### config.mk
export PLATFORM = sky130hd
export DESIGN_NAME = life_grid_generation_step_unit
export DESIGN_NICKNAME = d
export VERILOG_FILES = /design/src/rtl/lgs_pkg.sv /design/src/rtl/lgs_ram.sv /design/src/rtl/lgs_row_unit.sv /design/src/rtl/life_grid_generation_step_unit.sv
export SDC_FILE = /design/constraint.sdc
export NUM_CORES = 2
export LEC_CHECK = 0
export BUFFER_PORTS_ARGS = -buffer_cell sky130_fd_sc_hd__buf_2
export CAP_MARGIN = 10
export CORE_MARGIN = 4
export CORE_UTILIZATION = 30
export DETAILED_ROUTE_END_ITERATION = 10
export SETUP_SLACK_MARGIN = 0.2
export SLEW_MARGIN = 20
export SYNTH_ARGS = -nofsm -noshare
export SYNTH_HDL_FRONTEND = slang
export SYNTH_HIERARCHICAL = 1
export SYNTH_SLANG_ARGS = --single-unit
### constraint.sdc
create_clock -name clk -period 12.6 [get_ports clk]
set_input_delay 0.63 -clock clk [delete_from_list [all_inputs] [get_ports clk]]
set_output_delay 0.63 -clock clk [all_outputs]
set_load 0.05 [all_outputs]
### src/rtl/lgs_pkg.sv
package lgs_pkg;

  // Grid size. Cells outside these bounds count as dead.
  localparam int GRID_ROWS = 64;
  localparam int GRID_COLS = 64;

  localparam int ROW_W = $clog2(GRID_ROWS);
  localparam int COL_W = $clog2(GRID_COLS);

  // Rule constants.
  localparam logic [3:0] LIVE_KEEP_LOW = 4'd2;
  localparam logic [3:0] LIVE_BIRTH    = 4'd3;

  typedef enum logic [1:0] {
    CMD_SET  = 2'd0,
    CMD_STEP = 2'd1,
    CMD_READ = 2'd2,
    CMD_NONE = 2'd3
  } cmd_t;

  typedef enum logic [1:0] {
    ST_IDLE,
    ST_ACCESS,
    ST_LOAD,
    ST_RUN
  } state_t;

  typedef logic [GRID_COLS-1:0] grid_row_t;

endpackage

### src/rtl/lgs_ram.sv
module lgs_ram #(
  parameter int WIDTH = 8,
  parameter int DEPTH = 16
) (
  input  logic                     clk,
  input  logic                     we,
  input  logic [$clog2(DEPTH)-1:0] waddr,
  input  logic [WIDTH-1:0]         wdata,
  input  logic                     re,
  input  logic [$clog2(DEPTH)-1:0] raddr,
  output logic [WIDTH-1:0]         rdata
);

  logic [WIDTH-1:0] mem [DEPTH];

  always_ff @(posedge clk) begin
    if (we) begin
      mem[waddr] <= wdata;
    end
    if (re) begin
      rdata <= mem[raddr];
    end
  end

endmodule

### src/rtl/lgs_row_unit.sv
module lgs_row_unit import lgs_pkg::*; (
  input  grid_row_t above,
  input  grid_row_t mid,
  input  grid_row_t below,
  output grid_row_t next_row
);

  // Zero padding on both sides makes the left and right borders dead.
  logic [GRID_COLS+1:0] pa;
  logic [GRID_COLS+1:0] pm;
  logic [GRID_COLS+1:0] pb;
  logic [3:0]           n [GRID_COLS];

  assign pa = {1'b0, above, 1'b0};
  assign pm = {1'b0, mid, 1'b0};
  assign pb = {1'b0, below, 1'b0};

  always_comb begin
    for (int c = 0; c < GRID_COLS; c++) begin
      n[c] = 4'(pa[c]) + 4'(pa[c+1]) + 4'(pa[c+2])
           + 4'(pm[c])                + 4'(pm[c+2])
           + 4'(pb[c]) + 4'(pb[c+1]) + 4'(pb[c+2]);
      if (mid[c]) begin
        next_row[c] = (n[c] == LIVE_KEEP_LOW) || (n[c] == LIVE_BIRTH);
      end else begin
        next_row[c] = (n[c] == LIVE_BIRTH);
      end
    end
  end

endmodule

### src/rtl/life_grid_generation_step_unit.sv
// Channel   | Ports                                   | Handshake
// ----------+-----------------------------------------+--------------------------------
// command   | cmd, row, col, cell_value_in            | taken when start && !busy
// result    | cell_value_out                          | one cycle, marked by done
//
// A set or read item reads its row, then in ST_ACCESS writes the patched row
// back for a set or picks the bit for a read; busy drops as its result appears.
// A step item loads row 0 in ST_LOAD, then sweeps the grid one row per cycle
// through the row unit in ST_RUN, with one row write and, while rows remain,
// one row read per cycle through the row memory; busy drops as its result appears.
// An unused command code gives its result in the next cycle without raising busy.
// Reset is synchronous and needs no clearing pass: one valid bit per row
// makes an unwritten row read as all dead. The receiver cannot stall results.
module life_grid_generation_step_unit import lgs_pkg::*; (
  input  logic       clk,
  input  logic       rst,
  input  logic       start,
  output logic       busy,
  input  logic [1:0] cmd,
  input  logic [5:0] row,
  input  logic [5:0] col,
  input  logic       cell_value_in,
  output logic       done,
  output logic       cell_value_out
);

  state_t state, state_next;

  // Command fields captured when an item is taken.
  cmd_t             cmd_q;
  logic [ROW_W-1:0] row_idx;
  logic [COL_W-1:0] col_idx;
  logic             val_q;
  logic             inside_q;

  // Sweep counter and the three-row window. The window holds the rows as
  // they were before the step, so rows can be written back in place.
  logic [ROW_W-1:0] r;
  logic [ROW_W-1:0] r_next;
  grid_row_t        above;
  grid_row_t        above_next;
  grid_row_t        mid;
  grid_row_t        mid_next;
  grid_row_t        below;
  grid_row_t        new_row;

  // Row memory ports.
  logic             we;
  logic [ROW_W-1:0] waddr;
  grid_row_t        wdata;
  logic             re;
  logic [ROW_W-1:0] raddr;
  grid_row_t        rdata;
  grid_row_t        rdata_m;

  // One valid bit per row: a row never written since reset reads as dead.
  logic [GRID_ROWS-1:0] row_valid;
  logic                 rd_ok;

  logic done_next;
  logic value_next;
  logic take;
  logic last_row;
  logic more_rows;
  logic inside_in;

  assign take      = start && !busy;
  assign busy      = (state != ST_IDLE);
  assign inside_in = (int'(row) < GRID_ROWS) && (int'(col) < GRID_COLS);
  assign rdata_m   = rd_ok ? rdata : '0;
  assign last_row  = (r == ROW_W'(GRID_ROWS - 1));
  assign more_rows = ((ROW_W+1)'(r) + (ROW_W+1)'(2)) < (ROW_W+1)'(GRID_ROWS);
  assign below     = last_row ? '0 : rdata_m;

  lgs_ram #(
    .WIDTH (GRID_COLS),
    .DEPTH (GRID_ROWS)
  ) u_ram (
    .clk   (clk),
    .we    (we),
    .waddr (waddr),
    .wdata (wdata),
    .re    (re),
    .raddr (raddr),
    .rdata (rdata)
  );

  lgs_row_unit u_row (
    .above    (above),
    .mid      (mid),
    .below    (below),
    .next_row (new_row)
  );

  always_ff @(posedge clk) begin
    if (rst) begin
      state          <= ST_IDLE;
      done           <= 1'b0;
      cell_value_out <= 1'b0;
      row_valid      <= '0;
      rd_ok          <= 1'b0;
      r              <= '0;
    end else begin
      state          <= state_next;
      done           <= done_next;
      cell_value_out <= value_next;
      r              <= r_next;
      if (re) begin
        rd_ok <= row_valid[raddr];
      end
      if (we) begin
        row_valid[waddr] <= 1'b1;
      end
    end
  end

  always_ff @(posedge clk) begin
    if (take) begin
      cmd_q    <= cmd_t'(cmd);
      row_idx  <= ROW_W'(row);
      col_idx  <= COL_W'(col);
      val_q    <= cell_value_in;
      inside_q <= inside_in;
    end
    above <= above_next;
    mid   <= mid_next;
  end

  always_comb begin
    state_next = state;
    r_next     = r;
    above_next = above;
    mid_next   = mid;
    we         = 1'b0;
    waddr      = row_idx;
    wdata      = rdata_m;
    re         = 1'b0;
    raddr      = ROW_W'(row);
    done_next  = 1'b0;
    value_next = 1'b0;

    unique case (state)
      ST_IDLE: begin
        if (take) begin
          unique case (cmd_t'(cmd))
            CMD_SET, CMD_READ: begin
              re         = 1'b1;
              state_next = ST_ACCESS;
            end
            CMD_STEP: begin
              re         = 1'b1;
              raddr      = '0;
              state_next = ST_LOAD;
            end
            default: begin
              done_next = 1'b1;
            end
          endcase
        end
      end

      ST_ACCESS: begin
        // Row data is here: patch it for a set, pick the bit for a read.
        wdata[col_idx] = val_q;
        we             = (cmd_q == CMD_SET) && inside_q;
        value_next     = (cmd_q == CMD_READ) && inside_q && rdata_m[col_idx];
        done_next      = 1'b1;
        state_next     = ST_IDLE;
      end

      ST_LOAD: begin
        // Row 0 arrives; the row above it is outside the grid.
        above_next = '0;
        mid_next   = rdata_m;
        re         = 1'b1;
        raddr      = ROW_W'(1);
        r_next     = '0;
        state_next = ST_RUN;
      end

      ST_RUN: begin
        we         = 1'b1;
        waddr      = r;
        wdata      = new_row;
        above_next = mid;
        mid_next   = below;
        re         = more_rows;
        raddr      = r + ROW_W'(2);
        if (last_row) begin
          done_next  = 1'b1;
          state_next = ST_IDLE;
        end else begin
          r_next = r + ROW_W'(1);
        end
      end

      default: begin
        state_next = ST_IDLE;
      end
    endcase
  end

  // A result only follows an item that was being worked on or just taken.
  a_done_follows_item: assert property (@(posedge clk) disable iff (rst)
    done |-> $past(busy || start))
    else $error("result strobe without a pending item");

  // The last row of a sweep ends the step with a result.
  a_sweep_ends_with_done: assert property (@(posedge clk) disable iff (rst)
    (state == ST_RUN && last_row) |=> done)
    else $error("step finished without a result");

  // Work only begins because an item was taken.
  a_busy_from_start: assert property (@(posedge clk) disable iff (rst)
    $rose(busy) |-> $past(start))
    else $error("busy rose without a command");

  // Cell values are driven only with the strobe.
  a_value_only_with_done: assert property (@(posedge clk) disable iff (rst)
    !done |-> !cell_value_out)
    else $error("cell value driven outside a result");

endmodule
# ---- Word level (Yosys, flattened, before mapping)
# Memories as Yosys holds them, arrays and structs flattened. A register that Yosys moved wholly into a read port is not among the register bits.
# Index checks and enable logic that the tools add are counted.
dict set report word_totals {
  ff_bits 218
  mem_count 1
  input_bits 18
  wordCells 781
  out_inout_bits 3
  ramBits 4096
}
# memory words width rd rd_ports_with_merged_regs wr line_no
set mem_list {}
lappend mem_list {u_ram.mem 64 64 1 1 1 lgs_ram.sv:14} ;# logic [WIDTH-1:0] mem [DEPTH];
dict set report op_classes {
  addsub 444
  reduce_logical 79
  n_lt_le_gt_ge 6
  n_bitwise 2
  n_mux 98
  n_eq_ne 139
}
# cell n
set ops {}
lappend ops {{adder 4 x 1 -> 4 bit} 377}
lappend ops {{== test 4 x 2 -> 1 bit (second input constant)} 128}
lappend ops {{case mux 64 bit (2 select lines)} 3}
lappend ops {{two-way mux 64 bit} 2}
lappend ops {{adder 1 x 1 -> 2 bit} 63}
lappend ops {{two-way mux 1 bit} 75}
lappend ops {{bitwise mux 64 bit} 1}
lappend ops {{logical OR 1 bit} 64}
lappend ops {{bitwise OR 64 bit} 1}
lappend ops {{two-way mux 6 bit} 4}
lappend ops {{< comparator 6 x 7 -> 1 bit (second input constant)} 3}
lappend ops {{case mux 6 bit (3 select lines)} 1}
lappend ops {{binary-select mux 1 bit (select 6 bit)} 2}
lappend ops {{demux 1 bit (select 6 bit)} 2}
lappend ops {{>= comparator 6 x 1 -> 1 bit (second input constant)} 2}
lappend ops {{case mux 6 bit (2 select lines)} 1}
lappend ops {{== test 2 bit (second input constant)} 4}
lappend ops {{case mux 2 bit (4 select lines)} 1}
lappend ops {{adder 6 x 2 -> 7 bit (second input constant)} 1}
lappend ops {{< comparator 7 bit (second input constant)} 1}
lappend ops {{adder 6 x 1 -> 6 bit (second input constant)} 1}
lappend ops {{adder 6 x 2 -> 6 bit (second input constant)} 1}
lappend ops {{== test 6 bit (second input constant)} 1}
lappend ops {{logical NOT 2 bit} 3}
lappend ops {{other kinds (16)} 26}

# ---- Logic depth before layout (Yosys ltp)
dict set report depth {
  word_depth 11
  mapped_depth 17
  depth_no_buf 13
}

# ---- Modules after synthesis
# The synthesis kept the hierarchy.
# mod instances area_each_um2 seq_area_each_um2 cells_per_inst
set by_module_without_submodules {}
lappend by_module_without_submodules {lgs_ram 1 157528.6 124919.8 6812}
lappend by_module_without_submodules {life_grid_generation_step_unit 1 11870.1 5795.6 1363}
lappend by_module_without_submodules {lgs_row_unit 1 10701.5 0.0 1192}

# ---- Least setup slack after synthesis
# Ideal clock, no wire load.
dict set report synth_path {
  kind {flip-flop to flip-flop}
  startpoint {register r[3]}
  endpoint {memory u_ram/mem[0][27] (netlist name), data pin}
  path_stages_with_launch 18
  synth_period_minus_slack_ns 7.273
  t_required_ns 11.879
  setup_ns 0.721
  path_buffers 4
  arrival_time_ns 6.552
  setup_slack_ns 5.327
  path_cell_list {dfxtp_1 > buf_2 > and3_1 > and3_1 > clkbuf_1 > clkbuf_1 > buf_1 > nor2_1 > inv_1 > fa_1 > fa_1 > inv_1 > ha_1 > fa_1 > or2_2 > a21oi_1 > nor2_1 > a211oi_1}
}
dict set report synth_between {
  word_cells_on_any_way 10
  cone_classes {add/sub: 3; eq/ne: 3; mux: 3; reduce/logical: 1}
}
# element line_no
set synth_rtl {}
lappend synth_rtl {{start, declared} life_grid_generation_step_unit.sv:38} ;# logic [ROW_W-1:0] r;
lappend synth_rtl {{start signal, assigned} life_grid_generation_step_unit.sv:107} ;# r <= r_next;
lappend synth_rtl {{== test 6 bit *} life_grid_generation_step_unit.sv:71} ;# assign last_row = (r == ROW_W'(GRID_ROWS - 1));
lappend synth_rtl {{two-way mux 64 bit *} life_grid_generation_step_unit.sv:73} ;# assign below = last_row ? '0 : rdata_m;
lappend synth_rtl {{named net below[27]} life_grid_generation_step_unit.sv:44} ;# grid_row_t below;
lappend synth_rtl {{adder 4 x 1 -> 4 bit * (2 in a row)} lgs_row_unit.sv:22} ;# + 4'(pb[c]) + 4'(pb[c+1]) + 4'(pb[c+2]);
lappend synth_rtl {{== test 4 x 2 -> 1 bit, on equally long branches} {lgs_row_unit.sv:24, lgs_row_unit.sv:26}}
lappend synth_rtl {{logical OR 1 bit} lgs_row_unit.sv:24} ;# next_row[c] = (n[c] == LIVE_KEEP_LOW) || (n[c] == LIVE_BIRTH);
lappend synth_rtl {{two-way mux 1 bit *} lgs_row_unit.sv:23} ;# if (mid[c]) begin
lappend synth_rtl {{named net new_row[27]} life_grid_generation_step_unit.sv:45} ;# grid_row_t new_row;
lappend synth_rtl {{case mux 64 bit (2 select lines) *} life_grid_generation_step_unit.sv:142} ;# unique case (state)
lappend synth_rtl {{named net wdata[27]} life_grid_generation_step_unit.sv:50} ;# grid_row_t wdata;
lappend synth_rtl {{end, declared} lgs_ram.sv:14}
# The timed path passes the listed nets; every way through them passes the cells marked *.

# ---- Worst setup path after layout
dict set report layout_path {
  startpoint {register r[3]}
  endpoint {memory u_ram/mem[0][35] (netlist name), data pin}
}
# Same word-level chain as after synthesis.

==> reports/metrics.yaml <==
die:
  core-area_sq_mm: 0.598
  die_x_microns: 783
  dieArea_sq_mm: 0.613
  ioPinCount: 21
  start_util_pct: 30.1
  core.rowCount: 284
  die_h_microns: 783
cts:
  postCtsResizedCells: 0
  postCtsSetupBuffers: 0
  cts_tree: "built"
  cts_buffer_depth: 4
  cts.clk_slew.worst_paths_ps: 70
  cts_max_level: 5
  hold_buffers: 15
  clkSinkCount: 4378
  clk_latency_ps: 1020
  cts_root_buffer: "clkbuf_16"
  numCtsBuffers: 426
timing:
  finalCriticalPeriod_ps: 6120
  fin_crit_sh_pct: 48.6
  slew_headroom_pct: 18.7
  slew_violations: 0
  skew_ps: 91.7
  tightest_slew_ps: 1220
  fmaxAchievable_mhz: 163
  tns_ps: 0
  rsz0062_at_grt: "no"
  hold_viol_final: 0
  setup_viol: 0
  layout_setup_ws_ps: 6480
setup_path:
  endpoint_kind: "register"
  crit_top_cell: "fa_1"
  cp.required_ps: 13280
  rr_worst_depth: 15
  critPathLaunch: "r[3]$_SDFFE_PP0P_"
  slowest_delay_ps: 780
  rr_endpoint: "u_ram/mem[0][35]$_DFFE_PP_"
  critPathKind: "reg -> reg"
  endpoint: "u_ram/mem[0][35]$_DFFE_PP_"
  r2r_slack_ps: 6480
  worstSetupPathDepth: 15
  crit_arrival_ps: 6800
  crit_family: "simple AND/OR/NAND/NOR gates"
  critPathSlowestCell: "buf_4"
  reg2reg_from: "r[3]$_SDFFE_PP0P_"
  crit_path_cell_trace: "and3_1 -> and3_2 -> buf_4 -> nor2_1 -> inv_1 -> fa_1 -> fa_1 -> inv_1 -> ha_1 -> fa_1 -> or2_2 -> a21oi_1 -> nor2_1 -> nor3_2 -> buf_4"
  cp_max_fo: 64
  start_kind: "register"
  cp_num_buf_inv: 4
power_and_ir_drop:
  p_per_area_mw_per_mm2: 156
  max-vdd-ir-drop_uv: 132
  p_leak_nw: 66.9
synth:
  synth.most_common_cell: "edfxtp_1"
  ys_types: 74
  synth-seq-cells: 4378
  synthTopCellsByArea: "edfxtp_1 (72%), mux4_2 (13%), fa_1 (2.8%)"
  synth_common_cells: "edfxtp_1 (4303), mux4_2 (1027), nor2_1 (463)"
  synth.cell_area_sq_mm: 0.180
  synth_flop_cell: "edfxtp_1"
  avgSynthCellArea_sq_um: 19.2
  seq_area_frac_synth_pct: 72.6
  synth_top_area_cell: "edfxtp_1"
  ys_warn_count: 6
  synth_edf_count: 4303
  synthCells: 9367
  async_reset_ff_share_pct: 0
  syn_nets: 9827
  netlist.area_leader.share_pct: 71.7
finish:
  nFillCells: 56000
  layout.nets: 10100
  post_route_cells_drive_above_1_share_pct: 22.2
  area_delta_synth_final_pct: 14.2
hold_path:
  hold_depth: 5
  min_path_type: "in -> reg"
placed_design:
  dp_hpwl_mm: 296
  place.gp.congestion: 0.860
  numPortBuffers: 20
  place_ws_ps: 6610
global_route:
  grt-ovfl-total: 0
  grt_pass1_wl_mm: 748
  antenna_found_initial: 29
  grt_usage_pct: 17.0
  grt_max_degree: 171
  grt_pass1_vias: 94900
route:
  drt_iter0_drc: 14200
  ant_nets: 0
  wl_per_cell_microns: 29.6
  drt_wl_total_mm: 534
  drc: 0
  vias: 96200
  dr.pass1.iters: 6
  viasPerCell: 5.34
run:
  cap_viol_max_count: 0
run_status:
  status: "finished, final reports clean"
## routing by layer
layer | GRT usage (%) | routed length (microns)
met5 | 0 | 13
met4 | 5.21 | 18300
met3 | 3.32 | 54700
met2 | 27.0 | 250000
met1 | 23.5 | 211000
## worst min path at each step
stage | startpoint | end | slack, ps
after floorplan | row_valid[0]$_SDFFE_PP0P_ | row_valid[0]$_SDFFE_PP0P_ | 440
after global placement | row_valid[58]$_SDFFE_PP0P_ | row_valid[58]$_SDFFE_PP0P_ | 450
after detailed placement | row_valid[3]$_SDFFE_PP0P_ | row_valid[3]$_SDFFE_PP0P_ | 460
after CTS | start | state[0]$_SDFFE_PP0P_ | 50
after global routing | start | state[0]$_SDFFE_PP0P_ | 150
final | start | state[0]$_SDFFE_PP0P_ | 150
## state kept, by name, summed over array words and instances, names as in the netlist, 6 cells and up
register	count
col_idx	6
u_ram/rdata	64
row_valid	64
row_idx	6
u_ram/mem	4096
above	64
r	6
mid	64
## area by class of cell
type                    instances  area [sq um]  area share, %
diodes                         12          30.0         0.0146
clock buffers                 539         11300           5.48
clock inverters               247          2650           1.29
inverters                     460          1740          0.848
multi-input cells            4020         46300           22.5
flip-flops and latches       4378        131000           63.6
well taps                    8008         10000           4.87
repair buffers                342          2860           1.39
## cell usage in the layout, fill, tap and decap left out, types with 95 or more instances in the layout
cell and count:
clkbuf_1 95, edfxtp_1 4303, nand3_1 254, nor2_1 397
mux2i_1 178, a21oi_1 324, fa_1 252, ha_1 190
buf_4 283, nand2_1 282, clkinv_1 99, mux4_2 1027
a22oi_1 132, inv_1 454, clkbuf_16 431
## logic make-up (layout without fill, tap and decap cells)
group	count (synthesis)	after routing	share of synthesized area, %
AND/OR/NAND/NOR	1422	1422	3.74
flip-flops	4378	4378	72.6
buffers and inverters	969	1588	2.35
AO/OA/AOI/OAI	937	937	3.29
other	0	12	0
XOR/XNOR	3	3	0.0146
multiplexers	1216	1216	13.9
adder cells (fa/ha/maj)	442	442	4.12
## worst reg2reg max path: cells and delay by family (launching register included)
kind            cells  cell delay (ps)
buf+inv             4             1650
fa+ha+maj           4             1600
compound gates      1              150
simple gates        6             1770
flops               1              550
## power by group
part | switching (mW) | internal, mW | total, mW
Sequential | 0.129 | 16.1 | 16.2
Combinational | 1.84 | 1.15 | 2.98
Clock | 5.56 | 7.30 | 12.9
## per-stage QoR
step / utilization [%] / power, mW / instance area [sq um] / hold WS (ps) / instances
final: 34.4 / 32.1 / 206000 / 150 / 18000
after global routing: 34.4 / 33.2 / 206000 / 148 / 18000
after CTS: 34.4 / 32.3 / 206000 / 51.7 / 18000
after global placement: 32.0 / 19.5 / 191000 / 446 / 17200
after detailed placement: 32.0 / 19.5 / 192000 / 456 / 17200
after floorplan: - / 18.5 / 180000 / 436 / 9367
Note: power is estimated with default switching activity, not from simulation.
